==> src/design/ffca_pkg.sv <==
// Shared types and codes of the first-fit cell allocator.
`default_nettype none
package ffca_pkg;

  localparam int unsigned DefMemCells = 128;
  localparam int unsigned HandleW     = 16;
  localparam logic [16:0] HandleLimit = 17'd65535;
  localparam logic [7:0]  CfgReset    = 8'd128;

  typedef enum logic [1:0] {
    KIND_ALLOC  = 2'd0,
    KIND_ERASE  = 2'd1,
    KIND_DEFRAG = 2'd2,
    KIND_NONE   = 2'd3
  } kind_e;

  typedef enum logic [1:0] {
    ST_ALLOCATED = 2'd0,
    ST_NULL      = 2'd1,
    ST_ILLEGAL   = 2'd2
  } status_e;

  // What every cell of the row does in the current cycle.
  typedef enum logic [1:0] {
    CM_HOLD    = 2'd0,
    CM_SHIFT   = 2'd1,
    CM_COMPACT = 2'd2
  } cell_mode_e;

  typedef struct packed {
    cell_mode_e         mode;
    logic               phase;
    logic [HandleW-1:0] tail;
  } cell_ctrl_t;

endpackage
`default_nettype wire

==> src/design/ffca_cell.sv <==
// One cell of the row: holds an owner handle and trades it with its neighbors.
`default_nettype none
module ffca_cell #(
  parameter int unsigned IDX = 0,
  parameter int unsigned AW  = 8
) (
  input  wire                               clk_i,
  input  wire                               rst_ni,
  input  ffca_pkg::cell_ctrl_t              ctrl_i,
  input  wire  [AW-1:0]                     m_i,
  input  wire  [ffca_pkg::HandleW-1:0]      left_i,
  input  wire  [ffca_pkg::HandleW-1:0]      right_i,
  output logic [ffca_pkg::HandleW-1:0]      owner_o
);
  import ffca_pkg::*;

  localparam logic Par = 1'(IDX % 2);
  localparam logic ParL = 1'((IDX + 1) % 2);

  logic [HandleW-1:0] owner_d, owner_q;

  // Next owner: shift toward cell 0, odd-even compaction step, or hold.
  always_comb begin
    owner_d = owner_q;
    case (ctrl_i.mode)
      CM_SHIFT: begin
        if (IDX + 1 < int'(m_i)) begin
          owner_d = right_i;
        end else if (IDX + 1 == int'(m_i)) begin
          owner_d = ctrl_i.tail;
        end
      end
      CM_COMPACT: begin
        if (ctrl_i.phase == Par && IDX + 1 < int'(m_i)) begin
          if (owner_q == '0 && right_i != '0) owner_d = right_i;
        end else if (IDX >= 1 && ctrl_i.phase == ParL && IDX < int'(m_i)) begin
          if (left_i == '0 && owner_q != '0) owner_d = '0;
        end
      end
      default: owner_d = owner_q;
    endcase
  end

  always_ff @(posedge clk_i or negedge rst_ni) begin
    if (!rst_ni) begin
      owner_q <= '0;
    end else begin
      owner_q <= owner_d;
    end
  end

  assign owner_o = owner_q;

endmodule
`default_nettype wire

==> config.mk <==
export PLATFORM = sky130hd
export DESIGN_NAME = ffca_cell
export DESIGN_NICKNAME = d
export VERILOG_FILES = /design/src/design/ffca_pkg.sv /design/src/design/ffca_cell.sv
export SDC_FILE = /design/constraint.sdc
export NUM_CORES = 1
export LEC_CHECK = 0
export ABC_AREA = 1
export CORE_UTILIZATION = 65
export CTS_BUF_LIST = sky130_fd_sc_hd__clkbuf_16
export DETAILED_ROUTE_END_ITERATION = 10
export DONT_BUFFER_PORTS = 1
export PLACE_DENSITY = 0.9
export SLEW_MARGIN = 20
export SYNTH_ARGS = -nofsm -noshare
export SYNTH_HDL_FRONTEND = slang
export SYNTH_SLANG_ARGS = --single-unit
==> constraint.sdc <==
create_clock -name clk_i -period 2.7 [get_ports clk_i]
set_clock_uncertainty 0.15 [all_clocks]
set_input_delay 0.27 -clock clk_i [delete_from_list [all_inputs] [get_ports clk_i]]
set_output_delay 0.27 -clock clk_i [all_outputs]
set_load 0.05 [all_outputs]
# Yosys cells after proc, flatten, opt, wreduce, memory -nomap -nowiden
# Index checks and enable logic that the tools add are counted.
[op_classes] n_lt_le_gt_ge=1 n_eq_ne=6 n_mux=5 n_bitwise=1 reduce_logical=6
[op_table] cell="16-bit 2-to-1 mux" count=4
[op_table] cell="16-bit case mux with 2 select lines" count=1
[op_table] cell="16-bit logical NOT" count=1
[op_table] cell="16-bit nonzero test" count=1
[op_table] cell="1-bit by 8-bit equality test with 1-bit output, first input constant" count=1
[op_table] cell="1-bit by 8-bit less-than comparator with 1-bit output, first input constant" count=1
[op_table] cell="2-bit != test, second input constant" count=2
[op_table] cell="4-bit AND reduction" count=1
[op_table] cell="3-bit != test, second input constant" count=1
[op_table] cell="2-bit by 1-bit equality test with 1-bit output, second input constant" count=1
[op_table] cell="2-bit equality test, second input constant" count=1
[op_table] cell="1-bit logical AND" count=2
[op_table] cell="2-bit nonzero test" count=1
[op_table] cell="1-bit inverter" count=1
[word_totals] register_bits=16 input_bits=61 out_inout_bits=16 wordCells=20

# Longest topological paths before layout
[depth] ltp_word=5 ltp_mapped=10 mapped_depth_nobuf=9

# Worst setup path before layout
# No wires, ideal clock.
[synth_timing] path_type="register to register" from="register owner_q[3], in the netlist owner_o[3]" to="register owner_q[13], in the netlist owner_o[13]" setup_ps=119 t_arrival_ps=1422 required_ps=2431 setup_slack_ps=1009 stages_incl_launch_ff=10 n_path_buf=1 synth_period_minus_slack_ps=1691 cell_sequence="dfrtp_1 nor2_1 nand3_2 nor2_2 nand3_2 nand2_4 nand2_4 buf_6 nand2_1 nand2_1"
[synth_via] elab_chain_cells=4
[synth_lines] item="from (decl)" line_no="ffca_cell.sv:20" text="logic [HandleW-1:0] owner_d, owner_q;"
[synth_lines] item="from (signal assigned)" line_no="ffca_cell.sv:48" text="owner_q <= owner_d;"
[synth_lines] item="16-bit logical NOT" line_no="ffca_cell.sv:35" text="if (owner_q == '0 && right_i != '0) owner_d = right_i;"
[synth_lines] item="1-bit logical AND" line_no="ffca_cell.sv:35"
[synth_lines] item="2-bit != test (no line)"
[synth_lines] item="4-bit AND reduction (no line)"
# No other way between the ends.
# A chain may end at the register's enable or synchronous reset.

# Final worst setup path
[layout_timing] from="register owner_q[2], in the netlist owner_o[2]" to="register owner_q[15], in the netlist owner_o[15]"
# The elaborated chain is that of the path after synthesis.

==> results.json <==
{
  "p_per_area_nw_per_um2": 705.5,
  "synthToLayoutAreaGrowth_pct": 6.023,
  "largest_reg_flops": 16,
  "cp.required_ps": 2670,
  "fill_cells": 123,
  "yosysUniqueCellTypes": 17,
  "crit_path_cell_trace": "nor2_1, nand3_2, nor2_2, nand3_2, nand2_4, nand2_4, nand2_1, nand2_1",
  "grt_overflow": 0,
  "grt_usage": 0.2881,
  "setup_violations": 0,
  "cp_slowest_cell": "dfrtp_1",
  "die_h_um": 43.16,
  "num_vias": 1035,
  "seq_area_frac_synth": 0.3636,
  "dieArea_sq_um": 1862,
  "hold_slack_ps": 123.2,
  "final_cells": 181,
  "ys_warn_count": 0,
  "grt_max_degree": 19,
  "wl_per_cell_um": 13.34,
  "htreeDepth": 1,
  "grt_pass1_vias": 992,
  "dp.cells": 176,
  "path_class": "register to register",
  "critPathBufInv": 0,
  "layout-drive-gt1-share": 0.09091,
  "drt_iter0_drc": 26,
  "cp.arrival_ps": 1920,
  "num-nets-final": 227,
  "hp-class": "primary input to register",
  "cp-startpoint": "owner_o[2]",
  "wl_um": 2414,
  "synthesis.nets": 227,
  "grt_pass1_wl_um": 4043,
  "place_congestion": 0.7709,
  "dp_hpwl_um": 1832,
  "coreArea_sq_um": 1541,
  "r2r_start": "owner_o[2]",
  "hold_viol_final": 0,
  "post_cts_resized": 0,
  "max_freq_mhz": 514.3,
  "worstSetupEndpointType": "register",
  "antenna_cells": 0,
  "worst_pin_slew_ps": 682.5,
  "relSlewSlack": 0.5435,
  "ff2ff_setup_slack_ps": 760,
  "status": "completed",
  "cap_violations": 0,
  "rsz0062_at_grt": "no",
  "leakage_nw": 0.6335,
  "cts_tree": "done",
  "clock-sinks": 16,
  "cts_buffers": 3,
  "clockRootBuffer": "clkbuf_16",
  "clk_pin_slew_ps": 50,
  "peakVddDrop_uv": 365.2,
  "ys_ff_latch": 16,
  "insertion_delay_ps": 240,
  "drt_pass1_iterations": 4,
  "ioPinCount": 77,
  "drc_errors": 0,
  "path_delay_family": "simple AND/OR/NAND/NOR gates",
  "syn_inst": 166,
  "crit_cells": 8,
  "setup_tns_ps": 0,
  "finalMaxSlewViolations": 0,
  "cp-start-kind": "register",
  "start_util": 0.7143,
  "die_w_um": 43.16,
  "cp_max_fo": 17,
  "antenna_found_initial": 0,
  "finalCriticalPeriod_ps": 1944,
  "via_per_inst": 5.718,
  "max_stage_delay_ps": 580,
  "fin_crit_sh": 0.7201,
  "rows": 14,
  "ant_nets": 0,
  "final_util": 0.7573,
  "min_from": "right_i[0]",
  "syn_area_sq_um": 1101,
  "cts_max_path_buffers": 2,
  "r2r_cells": 8,
  "io_buffers": 0,
  "avgSynthCellArea_sq_um": 6.633,
  "hold_depth": 4
}
-- final timing paths --
path,end
setup / recovery,owner_o[15]
hold / removal,owner_o[0]
setup reg to reg,owner_o[15]
hold reg to reg,owner_o[0]
max in group asynchronous,owner_o[13]
min in group asynchronous,owner_o[10]
-- cell usage in the layout, fill, tap and decap left out, drive strengths merged --
| cell type | Yosys | final |
|---|---|---|
| a22oi | 1 | 1 |
| clkbuf | 1 | 3 |
| clkinv | 0 | 1 |
| dfrtp | 16 | 16 |
| dlygate4sd3 | 0 | 1 |
| inv | 4 | 4 |
| nand2 | 78 | 78 |
| nand3 | 34 | 34 |
| nor2 | 26 | 26 |
| o21ai | 1 | 1 |
-- metal layers --
layer  vias to the layer above  part of all wire  global-route usage
met1                       452              0.45              0.3811
met3                         2             0.084             0.06809
li1                        525                 -                   -
met2                        56              0.46              0.4597
met4                         0            0.0075             0.09697
met5                         -                 0                   0
-- layout make-up --
cell class | instances | area [sq um] | share of cell area
Inverter | 4 | 17.52 | 0.01501
Clock inverter | 1 | 3.754 | 0.003215
Clock buffer | 3 | 75.07 | 0.06431
Sequential cell | 16 | 400.4 | 0.3430
Timing Repair Buffer | 1 | 10.01 | 0.008574
Multi-Input combinational cell | 140 | 640.6 | 0.5488
Tap cell | 16 | 20.02 | 0.01715
-- logic make-up (layout without fill, tap and decap cells) --
group | count (synthesis) | count (layout) | synth area share
buffers and inverters | 10 | 9 | 0.05454
DFF | 16 | 16 | 0.3636
and+or+nand+nor | 138 | 138 | 0.5545
AOI/OAI and AO/OA | 2 | 2 | 0.02727
-- report_power, final --
part | leakage (nW) | switching (mW) | internal (mW) | total (mW)
clock network | 0.0385 | 0.0863 | 0.196 | 0.282
registers | 0.199 | 0.163 | 0.273 | 0.437
logic | 0.396 | 0.0678 | 0.0369 | 0.105
total | 0.634 | 0.317 | 0.506 | 0.824
-- Yosys cell counts, drive strengths merged --
| cell type | instances | area share |
|---|---|---|
| nand2 | 78 | 0.29 |
| nand3 | 34 | 0.16 |
| nor2 | 26 | 0.10 |
| dfrtp | 16 | 0.36 |
| buf | 5 | 0.035 |
| inv | 4 | 0.016 |
| a22oi | 1 | 0.019 |
| clkbuf | 1 | 0.0034 |
| o21ai | 1 | 0.0080 |
-- worst reg2reg max path: cells and delay by family (launching register included) --
family        cells  cell delay, ps
flops             1             580
simple gates      8            1090
-- what timing repair did --
item                      CTS  global route
hold endpoints to repair   16             0
hold buffers                1             0
buffers inserted            0             0
-- stage by stage --
stage          cell area, sq um  setup slack, ps  power (mW)
2_1_floorplan              1101             1009      0.5165
3_3_place_gp               1079            915.9      0.5291
3_5_place_dp               1079            859.4      0.5371
4_1_cts                    1167            747.8      0.8272
5_1_grt                    1167            673.6      0.8600
6_report                   1167            755.7      0.8235
(Power assumes the default switching activity.)
