File: src/design/ffca_pkg.sv
// Shared types and codes of the first-fit cell allocator.
`default_nettype none
package ffca_pkg;

  localparam int unsigned DefMemCells = 128;
  localparam int unsigned HandleW     = 16;
  localparam logic [16:0] HandleLimit = 17'd65535;
  localparam logic [7:0]  CfgReset    = 8'd128;

  typedef enum logic [1:0] {
    KIND_ALLOC  = 2'd0,
    KIND_ERASE  = 2'd1,
    KIND_DEFRAG = 2'd2,
    KIND_NONE   = 2'd3
  } kind_e;

  typedef enum logic [1:0] {
    ST_ALLOCATED = 2'd0,
    ST_NULL      = 2'd1,
    ST_ILLEGAL   = 2'd2
  } status_e;

  // What every cell of the row does in the current cycle.
  typedef enum logic [1:0] {
    CM_HOLD    = 2'd0,
    CM_SHIFT   = 2'd1,
    CM_COMPACT = 2'd2
  } cell_mode_e;

  typedef struct packed {
    cell_mode_e         mode;
    logic               phase;
    logic [HandleW-1:0] tail;
  } cell_ctrl_t;

endpackage
`default_nettype wire

File: src/design/ffca_ctrl.sv
// Sequencer that steps the cell row through scan, fill, erase and compaction.
`default_nettype none
module ffca_ctrl #(
  parameter int unsigned AW = 8
) (
  input  wire                           clk_i,
  input  wire                           rst_ni,
  input  wire                           in_valid_i,
  output logic                          in_ready_o,
  input  wire  [1:0]                    kind_i,
  input  wire  [7:0]                    request_length_i,
  input  wire  [ffca_pkg::HandleW-1:0]  erase_handle_i,
  output logic                          out_valid_o,
  input  wire                           out_ready_i,
  output logic [1:0]                    status_o,
  output logic [ffca_pkg::HandleW-1:0]  handle_o,
  input  wire  [AW-1:0]                 m_i,
  input  wire  [ffca_pkg::HandleW-1:0]  head_i,
  output ffca_pkg::cell_ctrl_t          ctrl_o
);
  import ffca_pkg::*;

  typedef enum logic [5:0] {
    S_IDLE    = 6'b000001,
    S_SCAN    = 6'b000010,
    S_FILL    = 6'b000100,
    S_ERASE   = 6'b001000,
    S_COMPACT = 6'b010000,
    S_FINISH  = 6'b100000
  } state_e;

  state_e             state_d, state_q;
  logic [AW-1:0]      p_d, p_q, run_d, run_q, start_d, start_q;
  logic               found_d, found_q, hit_d, hit_q;
  logic [7:0]         len_d, len_q;
  logic [HandleW-1:0] h_d, h_q;
  logic [1:0]         rst_d, rst_q;
  logic [16:0]        nh_d, nh_q;
  logic               ov_d, ov_q;
  logic [1:0]         os_d, os_q;
  logic [HandleW-1:0] oh_d, oh_q;
  logic [HandleW-1:0] gh_d, gh_q;
  logic               last, free;
  logic [AW-1:0]      run_n;

  assign in_ready_o = (state_q == S_IDLE);
  assign last       = (p_q == m_i - AW'(1));
  assign free       = (head_i == '0);
  assign run_n      = free ? run_q + AW'(1) : '0;

  always_comb begin
    state_d = state_q;
    p_d = p_q; run_d = run_q; start_d = start_q;
    found_d = found_q; hit_d = hit_q;
    len_d = len_q; h_d = h_q; rst_d = rst_q; nh_d = nh_q;
    ov_d = ov_q; os_d = os_q; oh_d = oh_q; gh_d = gh_q;
    ctrl_o = '{mode: CM_HOLD, phase: p_q[0], tail: head_i};
    if (ov_q && out_ready_i) ov_d = 1'b0;
    case (state_q)
      // Take a new request and decide which pass it needs.
      S_IDLE: begin
        if (in_valid_i) begin
          len_d = request_length_i;
          h_d = erase_handle_i;
          p_d = '0; run_d = '0; found_d = 1'b0; hit_d = 1'b0;
          case (kind_i)
            KIND_ALLOC: begin
              if (request_length_i != '0 && int'(request_length_i) <= int'(m_i)
                  && nh_q <= HandleLimit) begin
                state_d = S_SCAN;
              end else begin
                rst_d = ST_NULL; state_d = S_FINISH;
              end
            end
            KIND_ERASE: begin
              if (erase_handle_i != '0 && m_i != '0) begin
                state_d = S_ERASE;
              end else begin
                rst_d = ST_ILLEGAL; state_d = S_FINISH;
              end
            end
            KIND_DEFRAG: begin
              if (int'(m_i) > 1) state_d = S_COMPACT;
            end
            default: state_d = S_IDLE;
          endcase
        end
      end
      // Rotate the row once, looking for the first free run.
      S_SCAN: begin
        ctrl_o.mode = CM_SHIFT;
        run_d = run_n;
        if (free && !found_q && int'(run_n) == int'(len_q)) begin
          found_d = 1'b1;
          start_d = AW'(int'(p_q) + 1 - int'(len_q));
        end
        p_d = p_q + AW'(1);
        if (last) begin
          p_d = '0;
          if (found_d) begin
            state_d = S_FILL;
          end else begin
            rst_d = ST_NULL; state_d = S_FINISH;
          end
        end
      end
      // Rotate again, writing the new handle over the chosen run.
      S_FILL: begin
        ctrl_o.mode = CM_SHIFT;
        if (p_q >= start_q && int'(p_q) < int'(start_q) + int'(len_q)) begin
          ctrl_o.tail = nh_q[HandleW-1:0];
        end
        p_d = p_q + AW'(1);
        if (last) begin
          rst_d = ST_ALLOCATED;
          gh_d = nh_q[HandleW-1:0];
          nh_d = nh_q + 17'd1;
          state_d = S_FINISH;
        end
      end
      // Rotate once, clearing every cell of the handle.
      S_ERASE: begin
        ctrl_o.mode = CM_SHIFT;
        if (head_i == h_q) begin
          ctrl_o.tail = '0;
          hit_d = 1'b1;
        end
        p_d = p_q + AW'(1);
        if (last) begin
          if (hit_d) begin
            state_d = S_IDLE;
          end else begin
            rst_d = ST_ILLEGAL; state_d = S_FINISH;
          end
        end
      end
      // Odd-even transposition rounds move every free cell to the top.
      S_COMPACT: begin
        ctrl_o.mode = CM_COMPACT;
        p_d = p_q + AW'(1);
        if (last) state_d = S_IDLE;
      end
      // Hand the result to the output register once it is free.
      S_FINISH: begin
        if (!ov_q || out_ready_i) begin
          ov_d = 1'b1; os_d = rst_q; oh_d = (rst_q == ST_ALLOCATED) ? gh_q : '0;
          state_d = S_IDLE;
        end
      end
      default: state_d = S_IDLE;
    endcase
  end

  always_ff @(posedge clk_i or negedge rst_ni) begin
    if (!rst_ni) begin
      state_q <= S_IDLE;
      nh_q    <= 17'd1;
      ov_q    <= 1'b0;
      p_q     <= '0;
    end else begin
      state_q <= state_d;
      nh_q    <= nh_d;
      ov_q    <= ov_d;
      p_q     <= p_d;
    end
  end

  always_ff @(posedge clk_i) begin
    run_q <= run_d; start_q <= start_d; found_q <= found_d; hit_q <= hit_d;
    len_q <= len_d; h_q <= h_d; rst_q <= rst_d; os_q <= os_d; oh_q <= oh_d;
    gh_q <= gh_d;
  end

  assign out_valid_o = ov_q;
  assign status_o    = os_q;
  assign handle_o    = oh_q;

endmodule
`default_nettype wire

File: config.mk
export PLATFORM = sky130hd
export DESIGN_NAME = ffca_ctrl
export DESIGN_NICKNAME = d
export VERILOG_FILES = /design/src/design/ffca_pkg.sv /design/src/design/ffca_ctrl.sv
export SDC_FILE = /design/constraint.sdc
export NUM_CORES = 1
export LEC_CHECK = 0
export BUFFER_PORTS_ARGS = -buffer_cell sky130_fd_sc_hd__clkbuf_2
export CAP_MARGIN = 25
export CORE_MARGIN = 2
export CORE_UTILIZATION = 50
export DETAILED_ROUTE_END_ITERATION = 12
export GPL_ROUTABILITY_DRIVEN = 0
export PLACE_DENSITY = 0.71
export SLEW_MARGIN = 10
export SYNTH_ARGS = -nofsm -noshare
export SYNTH_HDL_FRONTEND = slang
export SYNTH_SLANG_ARGS = --single-unit
File: constraint.sdc
create_clock -name clk_i -period 8.9 [get_ports clk_i]
set_input_delay 0 -clock clk_i [delete_from_list [all_inputs] [get_ports clk_i]]
set_output_delay 0 -clock clk_i [all_outputs]
set_load 0.1 [all_outputs]
# [Word-level counts from Yosys, hierarchy flattened]
# Index checks and enable logic that the tools add are counted.
[op_classes] add_sub_neg=7 mul=0 div=0 order_cmp=5 n_eq_ne=23 shift=0 muxes=42 bitwise=0 n_reduce_logical=31
[ops] op="$mux W6" n=11
[ops] op="$pmux W6 S6" n=1
[ops] op="$mux W16" n=2
[ops] op="$pmux W16 S2" n=1
[ops] op="$add A8 B1 Y8 const B" n=3
[ops] op="$mux W8" n=3
[ops] op="$pmux W8 S3" n=1
[ops] op="$pmux W6 S3" n=1
[ops] op="$add A17 B1 Y17 const B" n=1
[ops] op="$le A17 B16 Y1 const B" n=1
[ops] op="$eq A16 B16 Y1" n=1
[ops] op="$eq A8 B8 Y1" n=2
[ops] op="$logic_not A16 Y1" n=1
[ops] op="$mux W2" n=8
[ops] op="$ne A2 B2 Y1 const B" n=8
[ops] op="$pmux W8 S2" n=1
[ops] op="$reduce_bool A16 Y1" n=1
[ops] op="$reduce_bool A8 Y1" n=2
[ops] op="$reduce_and A2 Y1" n=7
[ops] op="$reduce_and A10 Y1" n=1
[ops] op="$add A8 B8 Y9" n=1
[ops] op="$lt A8 B9 Y1" n=1
[ops] op="$ne A3 B3 Y1 const B" n=3
[ops] op="$ge A8 B8 Y1" n=1
[ops] op="26 further kinds" n=45
[word_totals] ff_bits=110 latchBits=0 ramBits=0 romBits=0 input_bits=54 output_inout_bits=39 memories=0

# [Logic depth before layout (Yosys ltp)]
# Gate-level depths: netlist (run 1).
[logic_depth] word_depth=9 mapped_depth=16

# [Worst setup path before layout (run 1)]
# OpenSTA, ideal clock, no wires.
[synth_path] path_kind="register -> output" start="register len_q[0]" end="output port ctrl_o[0] (netlist name)" t_arrival_ns=4.919 slack_ns=3.981 path_stages_with_launch=17 n_path_buf=2 cell_sequence="edfxtp_1 -> ha_1 -> inv_1 -> fa_1 -> nor2b_1 -> o21ai_1 -> a21oi_1 -> o31a_1 -> or2_2 -> ha_1 -> o211a_1 -> a221o_1 -> a31oi_1 -> o311a_1 -> buf_2 -> buf_2 -> mux2i_1"
[synth_lines] item="start: declaration" line="ffca_ctrl.sv:35" text="logic [7:0] len_d, len_q;"
[synth_lines] item="start signal: assignment" line="ffca_ctrl.sv:170" text="len_q <= len_d; h_q <= h_d; rst_q <= rst_d; os_q <= os_d; oh_q <= oh_d;"
[synth_lines] item="end: declaration" line="ffca_ctrl.sv:19" text="output ffca_pkg::cell_ctrl_t ctrl_o"

==> results of run 1 <==
## final cells by class
class / instances / area, sq um
fill: 1104 / 5240
inverter: 62 / 233
clock inverter: 5 / 67.6
clock buffer: 11 / 233
multi-input combinational: 447 / 3260
timing repair buffer: 120 / 743
sequential: 110 / 3150
tap: 176 / 220
## synth_stat cells (5+ instances only)
master	instances	area (sq um)
a21o_1	11	82.6
a21oi_1	25	125
and2_1	21	131
dfrtp_1	30	751
edfxtp_1	78	2340
ha_1	50	626
inv_1	62	233
mux2i_1	17	170
nand2_1	56	210
nand3_1	12	60.1
nand4_1	19	119
nor2_1	33	124
nor2b_1	6	37.5
nor3_1	12	60.1
nor4_1	24	150
o211ai_1	6	45.0
o21ai_0	16	80.1
o21ai_1	5	25.0
xnor2_1	48	420
xor2_1	12	105
## power breakdown
| group | switching, mW | internal, mW |
|---|---|---|
| sequential | 0.0684 | 0.663 |
| combinational | 0.463 | 0.257 |
| clock | 0.183 | 0.222 |
| total | 0.715 | 1.14 |
## final timing paths
kind	end	startpoint	depth (start not counted)
worst max-delay path	ctrl_o[8]	len_q[0]	15
worst min-delay path	state_q[4]	kind_i[1]	2
worst max register to register	start_q[1]	run_q[0]	7
worst min register to register	status_o[1]	rst_q[1]	0
max in group asynchronous	p_q[2]	rst_ni	2
min in group asynchronous	nh_q[8]	rst_ni	2
## layout by cell type (no fill, tap or decap), types with 4 or more instances in the layout
cell type      count
nand4_1           19
dlygate4sd3_1     26
o21ai_0           16
nor3_1            12
xnor2_1           48
nand2b_1           4
dfrtp_1           30
clkbuf_2          92
clkbuf_16          9
o21ai_1            5
o211ai_1           6
edfxtp_1          78
inv_1             62
nor4_1            24
nand3_1           12
a21o_1            11
nor2_1            33
and3_1             4
a31oi_1            4
nor2b_1            6
mux2i_1           17
and2_1            21
nand2_1           56
xor2_1            12
a21oi_1           25
ha_1              50
## worst register-to-register path, cell delays in order (launching register included)
cell,delay (ns)
edfxtp_1,0.51
ha_1,0.28
nand3_1,0.22
or3_1,0.42
and2_1,0.18
o211ai_1,0.24
nand4_1,0.22
nor2_1,0.56
## routing by layer
metal  share of wire  global-route usage  up-vias  routed length, um
li1                -                   -     2524                  -
met1            0.40               0.280     2464               6530
met2            0.51               0.408      179               8240
met3           0.040              0.0347       51                639
met4           0.046               0.129        0                737
met5               0                   0        -                  0
## flip-flops by register name, indices dropped and copies added (netlist names)
| register | flops |
|---|---|
| out_valid_o | 1 |
| nh_q | 17 |
| handle_o | 16 |
| h_q | 16 |
| state_q | 6 |
| run_q | 8 |
| start_q | 8 |
| len_q | 8 |
| hit_q | 1 |
| p_q | 8 |
| found_q | 1 |
| rst_q | 2 |
| status_o | 2 |
| gh_q | 16 |
## stage by stage
stage               cells  worst slack, ns
global route          931             3.79
CTS                   930             4.00
detailed placement    888             4.40
global placement      888             4.60
finish                931             3.99
floorplan             630             3.98
## kinds of logic after synthesis
group | Yosys count | synth area share
buffers and inverters | 73 | 0.0445
and+or+nand+nor | 217 | 0.177
DFF | 110 | 0.470
adders and majority gates | 52 | 0.0994
AOI/OAI and AO/OA | 98 | 0.0999
xor gates and xnor gates | 60 | 0.0784
muxes | 20 | 0.0308
==> metrics.cfg, run 1 <==
[synthesis]
seq_area_frac_synth=0.470
async_flop_share=0.291
synthCells=630
synth_nets=736
ys_seq_elements=110
avgSynthCellArea_sq_um=10.6
yosysUniqueCellTypes=76
synth_warnings=0
ys.flop_type=edfxtp_1
synth_area_sq_um=6700
synth_edf_count=78

[die]
rows=42
core_area_sq_um=13100
io_pins=93
die_area_sq_um=14300
fp.dieW_um=120
start_util=0.510
die_h_um=120

[routing]
ant_nets=0
drt_first_pass_iters=5
drt-vias-per-instance=5.60
wl_mm=16.1
drt-wirelength-per-cell_um=17.3
drc=0
first_iter_violations=292
via_count=5218

[clock_tree]
cts.sinks=110
cts_tree=done
htreeDepth=3
cts.clk_slew.worst_paths_ns=0.07
cts_setup_buffers=0
cts_hold_buf=26
root_buffer=clkbuf_16
insertion_delay_ns=0.36
numCtsBuffers=9
max-clock-path-buffers=2
cts_resized=0

[placement]
hpwlAfterDp_mm=12.4
portBuffers=92
dpl-instance-area_sq_um=7320

[timing]
slew_headroom=0.362
fin_crit_sh=0.552
hold_viol=0
rsz0062_at_grt=no
setup_violations=0
max_freq_mhz=204
tightest_slew_ns=0.958
setup_tns_ns=0
finalClockSkew_ns=0.00818
finalMaxSlewViolations=0
fin_crit_ns=4.91
holdWs_ns=0.0145

[critical_path]
crit_path_frequent_cell=ha_1
crit_fanout=16
cpPeakStageDelay_ns=0.80
worstPathCellList=ha_1 > inv_1 > fa_1 > nor2b_1 > o21ai_1 > a21oi_1 > o31a_1 > or2_2 > ha_1 > o211a_1 > a221o_1 > a31oi_1 > o311a_1 > mux2i_1 > clkbuf_2
cp-end-kind=output pin
crit_slowest_cell=o311a_1
crit_buf_inv=2
cp.required_ns=8.90
ff2ff_setup_slack_ns=5.91
startpoint_type=flip-flop
cp.arrival_ns=4.91
critPathKind=reg2out
cpLargestDelayFamily=compound AO/OA/AOI/OAI gates

[global_route]
grt_pass1_wl_mm=26.0
grtUsageTotal=0.235
grt_max_degree=33
grt_pass1_vias=5221
grt_overflow_total=0
antenna_found_initial=0

[finish]
diodes=0
layout.nets=856
syn2layout_area_growth_pct=17.9
layout-drive-gt1-share=0.175
fin_area_sq_um=7900
utilization=0.601

[outcome]
status=completed

[power]
power_mw=1.86
max-vdd-ir-drop_uv=367
power_density_nw_per_um2=235
p_leak_nw=3.39

[worst_hold_path]
min_path_type=in2reg

[flow_run]
cap_violations=0

No activity file was read; power rests on OpenSTA's default activity.
==> inputs of run 2 (changes only) <==
--- a/config.mk
+++ b/config.mk
@@ -11,7 +11,7 @@
 export CORE_UTILIZATION = 50
 export DETAILED_ROUTE_END_ITERATION = 12
 export GPL_ROUTABILITY_DRIVEN = 0
-export PLACE_DENSITY = 0.71
+export PLACE_DENSITY = 0.74
 export SLEW_MARGIN = 10
 export SYNTH_ARGS = -nofsm -noshare
 export SYNTH_HDL_FRONTEND = slang
==> constraint.sdc (replaced) <==
create_clock -name clk_i -period 3.95 [get_ports clk_i]
set_input_delay 0 -clock clk_i [delete_from_list [all_inputs] [get_ports clk_i]]
set_output_delay 0 -clock clk_i [all_outputs]
set_load 0.1 [all_outputs]
==> run 2 against run 1 <==
  * Die area stayed put
  * Critical path depth increased by 1
  * Global-route usage is 2.0 points higher
  * Utilization increased by 4.8 points
  * Count of clock-buffer cells in the layout stayed put
  * Non-clock buffer count rose by 14
  * Wire length grew 11%
  * Clock skew rose by 0.00092 ns
  * Worst hold slack got worse by 0.0069 ns
  * Clock power increased by 120%
  * Combinational power grew 150%
  * Sequential power up 130%
  * Critical endpoint is now ctrl_o[3]
  * Largest cell class unchanged
  * Highest routed layer unchanged
==> metrics.cfg, run 2 (synthesized netlist as in run 1, its figures left out) <==
[routing]
drt-wirelength-per-cell_um=19.0  ; +9.5%
wl_mm=17.9  ; +11%
drt-vias-per-instance=5.79  ; +3.3%
ant_nets=0  ; unchanged
drt_first_pass_iters=5  ; unchanged
first_iter_violations=430  ; +47%
drc=0  ; unchanged
via_count=5473  ; +4.9%

[timing]
fin_crit_ns=3.95
slew_headroom=0.354  ; -0.00745
setup_violations=0  ; unchanged
finalClockSkew_ns=0.00910  ; +0.000923 ns
rsz0062_at_grt=yes
tightest_slew_ns=0.968  ; +0.0101 ns
fin_crit_sh=0.999
finalMaxSlewViolations=0  ; unchanged
max_freq_mhz=253
hold_viol=0  ; unchanged

[clock_tree]
numCtsBuffers=9  ; unchanged
root_buffer=clkbuf_16
cts.sinks=110  ; unchanged
htreeDepth=3  ; unchanged
cts.clk_slew.worst_paths_ns=0.08  ; about the same
insertion_delay_ns=0.36  ; about the same
max-clock-path-buffers=2  ; unchanged
cts_tree=done

[global_route]
grtUsageTotal=0.255  ; +0.0202
grt_max_degree=33  ; unchanged
antenna_found_initial=0  ; unchanged
grt_pass1_vias=5364  ; +2.7%
grt_pass1_wl_mm=28.0  ; +7.7%
grt_overflow_total=0  ; unchanged

[finish]
layout.nets=870  ; +1.6%
final_cell_mix=78 x edfxtp_1, 76 x clkbuf_2, 61 x inv_1, 56 x nand2_1
largest_reg_flops=17  ; unchanged
fin_area_sq_um=8530  ; +8.0%
regMostFlops=nh_q
final_common_cell=edfxtp_1
diodes=0  ; unchanged
seqCellArea_sq_um=3150  ; unchanged
syn2layout_area_growth_pct=27.4
fillers=976  ; -12%
layout-drive-gt1-share=0.230  ; +0.0553
multi_input_area_sq_um=3530  ; +8.5%

[power]
power_density_nw_per_um2=507  ; +120%
p_leak_nw=3.60  ; +6.3%
max-vdd-ir-drop_uv=608  ; +66%
power_mw=4.32  ; +130%

[critical_path]
cp.arrival_ns=3.95  ; -0.96 ns
crit_path_frequent_cell=buf_12
critPathKind=reg2out
crit_fanout=8  ; -8
ff2ff_setup_slack_ns=0.79  ; -5.12 ns
cpPeakStageDelay_ns=0.40  ; -0.40 ns
cp-end-kind=output pin
startpoint_type=flip-flop
cp.required_ns=3.95  ; -4.95 ns
worstPathCellList=ha_2 > inv_2 > fa_2 > nor2b_2 > o21ai_2 > a21oi_2 > o31a_1 > or2_4 > ha_4 > o211a_1 > a221o_1 > a31oi_1 > o311a_4 > buf_12 > mux2i_4 > buf_12
crit_slowest_cell=edfxtp_1

[placement]
dpl-instance-area_sq_um=7730  ; +5.6%
hpwlAfterDp_mm=13.0  ; +5.2%
portBuffers=92  ; unchanged

[worst_hold_path]
min_path_type=in2reg

[outcome]
status=completed

[die]
fp.dieW_um=120  ; unchanged
io_pins=93  ; unchanged
start_util=0.510  ; unchanged
die_h_um=120  ; unchanged
core_area_sq_um=13100  ; unchanged
die_area_sq_um=14300  ; unchanged
rows=42  ; unchanged

[flow_run]
cap_violations=0  ; unchanged

-- run 2: changes by cell type in the layout (fill, tap and decap cells not counted), moves of 13 or more --
| cell | before | now |
|---|---|---|
| clkbuf_2 | 92 | 76 |
| mux2i_1 | 17 | 1 |
| buf_12 | 0 | 17 |
| mux2i_4 | 0 | 16 |
| buf_4 | 1 | 14 |
-- run 2: final cells by class --
cell class,count,share of cell area
clock inverter,5,0.00543
inverter,62,0.0273
sequential,110,0.369
timing repair buffer,134,0.130
tap,176,0.0258
multi-input combinational,447,0.414
clock buffer,11,0.0284
-- run 2: per-layer routing --
metal,global-route usage,up-vias,routed length (um)
met5,0,-,0
met2,0.454,251,9340
met3,0.0361,48,1010
met1,0.308,2618,6950
met4,0.114,0,636
li1,-,2556,-
-- run 2: metrics by stage --
step | std cells | utilization | worst slack [ns] | hold slack, ns | TNS, ns
5_1_grt | 945 | 0.650 | -0.112 | 0.0249 | -1.59
2_1_floorplan | 630 | - | -0.154 | -0.296 | -0.921
3_3_place_gp | 889 | 0.588 | 0.214 | 0.136 | 0
4_1_cts | 939 | 0.643 | 0.0138 | 0.00406 | 0
6_report | 945 | 0.650 | 0.00229 | 0.00761 | 0
3_5_place_dp | 889 | 0.588 | 0.119 | 0.143 | 0
-- run 2: timing repair --
action                                 CTS  global route
setup endpoints to repair               16            16
pin swaps                               10            10
buffers inserted                         7             6
hold buffers                            26             0
cloned                                   1             0
gates resized for setup                 16             8
endpoints found under the hold margin   55             0
-- run 2: path summary, 6_finish.rpt --
path | startpoint | endpoint | depth (start not counted)
worst max-delay path | start_q[0] | ctrl_o[3] | 16
worst min-delay path | kind_i[1] | state_q[4] | 2
worst max register to register | run_q[0] | start_q[1] | 7
worst min register to register | rst_q[0] | status_o[0] | 0
max in group asynchronous | rst_ni | p_q[1] | 2
min in group asynchronous | rst_ni | nh_q[11] | 2
-- run 2: power by group --
| part | switching (mW) | internal (mW) | leakage (nW) | total, mW |
|---|---|---|---|---|
| clock network | 0.439 | 0.460 | 0.143 | 0.899 |
| registers | 0.155 | 1.50 | 1.04 | 1.65 |
| logic | 1.11 | 0.661 | 2.42 | 1.77 |
-- run 2: worst max-delay path: cells and delay by family (launching register included) --
family | cells | cell delay (ns)
compound gates | 7 | 1.55
fa+ha+maj | 3 | 0.63
buf+inv | 3 | 0.43
flops | 1 | 0.40
mux | 1 | 0.28
simple gates | 2 | 0.29
